### src/rtl/assert_macros.svh
// Assertion macros used by the buddy allocator controller.
// Included by files that carry concurrent checks; no other dependencies.
`ifndef ASSERT_MACROS_SVH
`define ASSERT_MACROS_SVH

// Property must hold at every clock edge outside reset.
`define BBA_ASSERT(name, clk, rstn, prop) \
  name: assert property (@(posedge clk) disable iff (!rstn) (prop)) \
    else $error("%m: check failed");

// Condition must never be seen outside reset.
`define BBA_NEVER(name, clk, rstn, cond) \
  name: assert property (@(posedge clk) disable iff (!rstn) !(cond)) \
    else $error("%m: forbidden condition seen");

`endif

### src/rtl/bba_pkg.sv
// Package of the buddy block allocator: field widths, status codes,
// datapath command and status types. No dependencies.
`default_nettype none
package bba_pkg;

  localparam int unsigned MODE_W = 1;
  localparam int unsigned SIZE_W = 16;
  localparam int unsigned ADDR_W = 32;
  localparam int unsigned STAT_W = 2;

  localparam logic [ADDR_W-1:0] BASE_AT_RESET = 32'h2000_1000;

  localparam logic [MODE_W-1:0] MODE_ALLOC = 1'b0;
  localparam logic [MODE_W-1:0] MODE_FREE  = 1'b1;

  localparam logic [STAT_W-1:0] ST_OK       = 2'd0;
  localparam logic [STAT_W-1:0] ST_BAD_SIZE = 2'd1;
  localparam logic [STAT_W-1:0] ST_NO_FIT   = 2'd2;
  localparam logic [STAT_W-1:0] ST_BAD_ADDR = 2'd3;

  typedef enum logic [4:0] {
    OP_NONE,
    OP_CLEAR,
    OP_LOAD,
    OP_HALVE,
    OP_SCAN_RD,
    OP_SCAN_NEXT,
    OP_TAKE,
    OP_MARK_RD,
    OP_MARK_WR,
    OP_MARK_SKIP,
    OP_FAIL,
    OP_FREE_IDX,
    OP_FREE_RD,
    OP_FREE_CLR,
    OP_MERGE_RD,
    OP_MERGE_W1,
    OP_MERGE_W2,
    OP_PUBLISH
  } op_t;

  typedef struct packed {
    op_t               op;
    logic [STAT_W-1:0] code;
  } dp_cmd_t;

  typedef struct packed {
    logic clr_done;
    logic is_free;
    logic size_bad;
    logic fits_half;
    logic scan_hit;
    logic scan_last;
    logic mark_done;
    logic mark_left;
    logic addr_ok;
    logic entry_zero;
    logic merge_ok;
    logic buddy_eq;
  } dp_stat_t;

endpackage
`default_nettype wire

### src/rtl/bba_ctrl.sv
// Controller of the buddy allocator: one-hot sequencer for clear, allocate
// walk, split marking and free merge. Depends on bba_pkg and assert_macros.svh.
`default_nettype none
`include "assert_macros.svh"
module bba_ctrl import bba_pkg::*; (
  input  wire logic     clk,
  input  wire logic     rst_n,
  input  wire logic     in_valid,
  output logic          in_ready,
  output logic          out_valid,
  input  wire logic     out_ready,
  input  wire dp_stat_t stat,
  output dp_cmd_t       cmd
);

  typedef enum logic [17:0] {
    S_CLR  = 18'h00001,
    S_IDLE = 18'h00002,
    S_ACHK = 18'h00004,
    S_ALVL = 18'h00008,
    S_ARD  = 18'h00010,
    S_ATST = 18'h00020,
    S_MCHK = 18'h00040,
    S_MRD  = 18'h00080,
    S_MWR  = 18'h00100,
    S_FCHK = 18'h00200,
    S_FRD  = 18'h00400,
    S_FTST = 18'h00800,
    S_GCHK = 18'h01000,
    S_GRD  = 18'h02000,
    S_GTST = 18'h04000,
    S_GW1  = 18'h08000,
    S_GW2  = 18'h10000,
    S_FIN  = 18'h20000
  } state_t;

  state_t state_r, state_nxt;
  logic   out_valid_r, out_valid_nxt;

  assign in_ready  = state_r == S_IDLE;
  assign out_valid = out_valid_r;

  // sequencer
  always_comb begin
    state_nxt     = state_r;
    cmd.op        = OP_NONE;
    cmd.code      = ST_OK;
    out_valid_nxt = out_valid_r & ~out_ready;
    unique case (state_r)
      S_CLR: begin
        cmd.op = OP_CLEAR;
        if (stat.clr_done) state_nxt = S_IDLE;
      end
      S_IDLE: begin
        if (in_valid) begin
          cmd.op    = OP_LOAD;
          state_nxt = S_ACHK;
        end
      end
      S_ACHK: begin
        if (stat.is_free) state_nxt = S_FCHK;
        else if (stat.size_bad) begin
          cmd.op    = OP_FAIL;
          cmd.code  = ST_BAD_SIZE;
          state_nxt = S_FIN;
        end else state_nxt = S_ALVL;
      end
      S_ALVL: begin
        if (stat.fits_half) cmd.op = OP_HALVE;
        else state_nxt = S_ARD;
      end
      S_ARD: begin
        cmd.op    = OP_SCAN_RD;
        state_nxt = S_ATST;
      end
      S_ATST: begin
        if (stat.scan_hit) begin
          cmd.op    = OP_TAKE;
          state_nxt = S_MCHK;
        end else if (stat.scan_last) begin
          cmd.op    = OP_FAIL;
          cmd.code  = ST_NO_FIT;
          state_nxt = S_FIN;
        end else begin
          cmd.op    = OP_SCAN_NEXT;
          state_nxt = S_ARD;
        end
      end
      S_MCHK: begin
        if (stat.mark_done) state_nxt = S_FIN;
        else if (stat.mark_left) state_nxt = S_MRD;
        else cmd.op = OP_MARK_SKIP;
      end
      S_MRD: begin
        cmd.op    = OP_MARK_RD;
        state_nxt = S_MWR;
      end
      S_MWR: begin
        cmd.op    = OP_MARK_WR;
        state_nxt = S_MCHK;
      end
      S_FCHK: begin
        if (stat.addr_ok) begin
          cmd.op    = OP_FREE_IDX;
          state_nxt = S_FRD;
        end else begin
          cmd.op    = OP_FAIL;
          cmd.code  = ST_BAD_ADDR;
          state_nxt = S_FIN;
        end
      end
      S_FRD: begin
        cmd.op    = OP_FREE_RD;
        state_nxt = S_FTST;
      end
      S_FTST: begin
        if (stat.entry_zero) begin
          cmd.op    = OP_FAIL;
          cmd.code  = ST_BAD_ADDR;
          state_nxt = S_FIN;
        end else begin
          cmd.op    = OP_FREE_CLR;
          state_nxt = S_GCHK;
        end
      end
      S_GCHK: begin
        if (stat.merge_ok) state_nxt = S_GRD;
        else state_nxt = S_FIN;
      end
      S_GRD: begin
        cmd.op    = OP_MERGE_RD;
        state_nxt = S_GTST;
      end
      S_GTST: begin
        if (stat.buddy_eq) state_nxt = S_GW1;
        else state_nxt = S_FIN;
      end
      S_GW1: begin
        cmd.op    = OP_MERGE_W1;
        state_nxt = S_GW2;
      end
      S_GW2: begin
        cmd.op    = OP_MERGE_W2;
        state_nxt = S_GCHK;
      end
      S_FIN: begin
        // hand the result to the output register once it is free
        if (!out_valid_r || out_ready) begin
          cmd.op        = OP_PUBLISH;
          out_valid_nxt = 1'b1;
          state_nxt     = S_IDLE;
        end
      end
      default: state_nxt = S_CLR;
    endcase
  end

  always_ff @(posedge clk) begin
    if (!rst_n) begin
      state_r     <= S_CLR;
      out_valid_r <= 1'b0;
    end else begin
      state_r     <= state_nxt;
      out_valid_r <= out_valid_nxt;
    end
  end

  // checks
  `BBA_ASSERT(a_accept_leaves_idle, clk, rst_n,
              (in_valid && in_ready) |=> (state_r != S_IDLE))
  `BBA_NEVER(a_no_accept_in_clear, clk, rst_n, (state_r == S_CLR) && in_ready)
  `BBA_ASSERT(a_fin_waits_stall, clk, rst_n,
              (state_r == S_FIN && out_valid_r && !out_ready) |=> (state_r == S_FIN))
  `BBA_ASSERT(a_publish_sets_valid, clk, rst_n,
              (cmd.op == OP_PUBLISH) |=> out_valid_r)

endmodule
`default_nettype wire

### config.mk
export PLATFORM = sky130hd
export DESIGN_NAME = bba_ctrl
export DESIGN_NICKNAME = d
export VERILOG_FILES = /design/src/rtl/bba_pkg.sv /design/src/rtl/bba_ctrl.sv
export VERILOG_INCLUDE_DIRS = /design/src /design/src/rtl
export SDC_FILE = /design/constraint.sdc
export NUM_CORES = 1
export LEC_CHECK = 0
export BUFFER_PORTS_ARGS = -buffer_cell sky130_fd_sc_hd__buf_2
export CAP_MARGIN = 0
export CORE_MARGIN = 2
export CORE_UTILIZATION = 50
export DETAILED_ROUTE_END_ITERATION = 10
export PLACE_DENSITY = 0.73
export SLEW_MARGIN = 20
export SYNTH_ARGS = -nofsm -noshare
export SYNTH_HDL_FRONTEND = slang
export SYNTH_SLANG_ARGS = --single-unit
### constraint.sdc
create_clock -name clk -period 2.61 [get_ports clk]
set_clock_uncertainty 0.1 [all_clocks]
set_input_delay 0.3915 -clock clk [delete_from_list [all_inputs] [get_ports clk]]
set_output_delay 0.3915 -clock clk [all_outputs]
set_load 0.02 [all_outputs]
==> metrics <==
initial antenna violation count=0; fraction of registers with async set/reset=0; Clock transition at path regs=~0.11 ns; Worst Setup Start Kind=flip-flop; Reg2Reg Depth=5; met2 Usage GRT=0.520; fmax=~370 MHz; total CTS buffers=3; die width=55.0 µm; Post-Syn Nets=between 150 and 200; Slew HR=0.646; total grt overflow=0; area grow syn2layout=36.9%; met3 Use GR=0.0349; Final setup viols=6; Peak VDD IR=about 0.28 mV; diode count=0; Top Usage Layer GRT=met2; Final Hold Fails=0; min-delay src=stat[0]; fin. max-slew vios=0; FF+latch area=approximately 420 µm²; worst r2r src=state_r[15]$_SDFFE_PN0P_; share of layout cells above drive strength 1=0.447; CP startpoint=state_r[15]$_SDFFE_PN0P_; num ports=25; Initial Util=0.524; sequential cell area fraction in the yosys report=0.293; Mapped Area=roughly 0.0013 mm²; status=finished with violations; remaining antenna violation count=0; hold crit path type=primary input to flip-flop; pin count of the biggest net entering global routing=12; Syn Area/Cell=8.33 µm²; die height=55.0 µm; Min Hold Slack=0.227 ns; CTS max path bufs=2; H-tree levels=1; CTS tree=yes; port buffer count=24; crit path kind=flip-flop to output port; Placer Congestion=slightly below 1; Tmin final=about 2.7 ns; crit path to=cmd[2]; P_leak=slightly above 0.7 nW; die area=around 0.003 mm²; number of max-cap violations=0; DP HPWL=a little under 3 mm; PD cells=361 mW/mm²; Arr. time, crit path=~2.2 ns; first-pass GRT wire length=between 6 and 7 mm; Worst R2R Setup Slack=about 0.35 ns; fillers=203; vias in the first global route=~1400; design area=~0.0018 mm²; row cnt=18; YS warnings=0; failing checks=setup timing; first-pass iteration count of the detailed router=5; fin crit share=1.05; most frequent cells in the layout=buf_4, nor2_1, buf_2; Worst Tran Pin Value=between 0.5 and 0.6 ns; commonest non-fill, non-tap cell in the layout=buf_4; Sink Count=19; Seq cells post-synth=19; DR DRC count=0; RSZ-0062 raised after global routing=yes; root buffer cell=clkbuf_4; vias per inst=around 6.5; core area=0.00248 mm²; initial DRC count=~110; via count=1531; Post-CTS Hold Buffers=0; drt wl/cell=approximately 19 µm; DP Area=between 0.001 and 0.0015 mm²; required time worst endpoint=roughly 2.1 ns; Post-synth EDFFs=0; final core occ=0.718; met1 Usage GRT=0.356; Synth cell types=between 50 and 60; Worst Setup End Kind=output port; multi-input logic area=approximately 940 µm²; final WL=around 4.4 mm; setup ws final=-0.126 ns; Reg-to-Reg End=state_r[11]$_SDFFE_PN0P_; Gate Count Post-Synth=between 150 and 200; Worst-Skew Late Latency=slightly above 0.3 ns; Final #Nets=223; GRT Overall Usage=0.297; Most used DFF post-synth=dfxtp_1; worst-path maximum fanout=7
-- cells in the mapped netlist, types with 3 or more instances --
cell,instances,share of area
nor2_1,21,0.061
dfxtp_1,19,0.29
nor3_1,9,0.035
nand4_1,8,0.039
a21oi_1,7,0.027
nand2_1,7,0.020
nand3_1,6,0.023
nor2b_1,5,0.024
nor4_1,5,0.024
nand2b_1,4,0.019
a22oi_1,3,0.017
and2_1,3,0.014
and3_1,3,0.014
inv_1,3,0.0087
nor4_2,3,0.029
-- worst max-delay path, cell delays in order (launching register included) --
cell     delay, ns
dfxtp_4       0.39
nor4_4        0.48
nand4_1       0.29
nor4_2        0.32
buf_4         0.20
a21oi_2       0.04
nand4_1       0.07
buf_4         0.14
-- registers in the layout, summed over array words and instances, names as in the netlist --
register,flops
out_valid,1
state_r,18
-- layer usage --
metal	vias up	share of wire
met5	-	0
met4	0	0.049
met3	32	0.084
met2	111	0.48
met1	695	0.39
li1	693	-
-- through the flow --
step	power [mW]	worst slack (ns)	std cells	setup TNS (ns)
5_1_grt	0.673	-0.163	236	-0.783
3_3_place_gp	0.453	0.218	215	0
3_5_place_dp	0.455	0.166	215	0
6_report	0.642	-0.126	236	-0.447
2_1_floorplan	0.400	0.277	156	0
4_1_cts	0.627	-0.0389	229	-0.0632
-- cells by family (layout without fill, tap and decap cells) --
group / Yosys count / after routing / synth area share
flip-flops: 19 / 19 / 0.293
buffers and inverters: 7 / 57 / 0.0337
AND/OR/NAND/NOR: 102 / 102 / 0.515
AO/OA/AOI/OAI: 24 / 24 / 0.131
XOR/XNOR: 4 / 4 / 0.0270
-- cell type report --
cell class,instances,area share
Clock inverter,1,0.00281
Timing Repair Buffer,50,0.193
Tap cell,30,0.0211
Inverter,3,0.00633
Multi-Input combinational cell,130,0.530
Clock buffer,3,0.0127
Sequential cell,19,0.234
-- power breakdown --
group          internal (mW)  switching [mW]
registers              0.292         0.00975
clock network         0.0572          0.0977
logic                 0.0845           0.100
total                  0.434           0.208
-- worst min path at each step --
stage | end | slack, ns | cells past startpoint
after global routing | state_r[13]$_SDFFE_PN0P_ | 0.22 | 3
after global placement | state_r[14]$_SDFFE_PN0P_ | 0.42 | 2
final | state_r[15]$_SDFFE_PN0P_ | 0.23 | 3
after CTS | state_r[15]$_SDFFE_PN0P_ | 0.22 | 3
after floorplan | state_r[14]$_SDFFE_PN0P_ | 0.39 | 2
after detailed placement | state_r[14]$_SDFFE_PN0P_ | 0.44 | 2
-- timing repair --
action                                  CTS  global route
pin swaps                                 6            11
buffers inserted                         10             8
gates resized for setup                  28            15
endpoints found under the setup margin    6             7
Note: power is estimated with default switching activity, not from simulation.
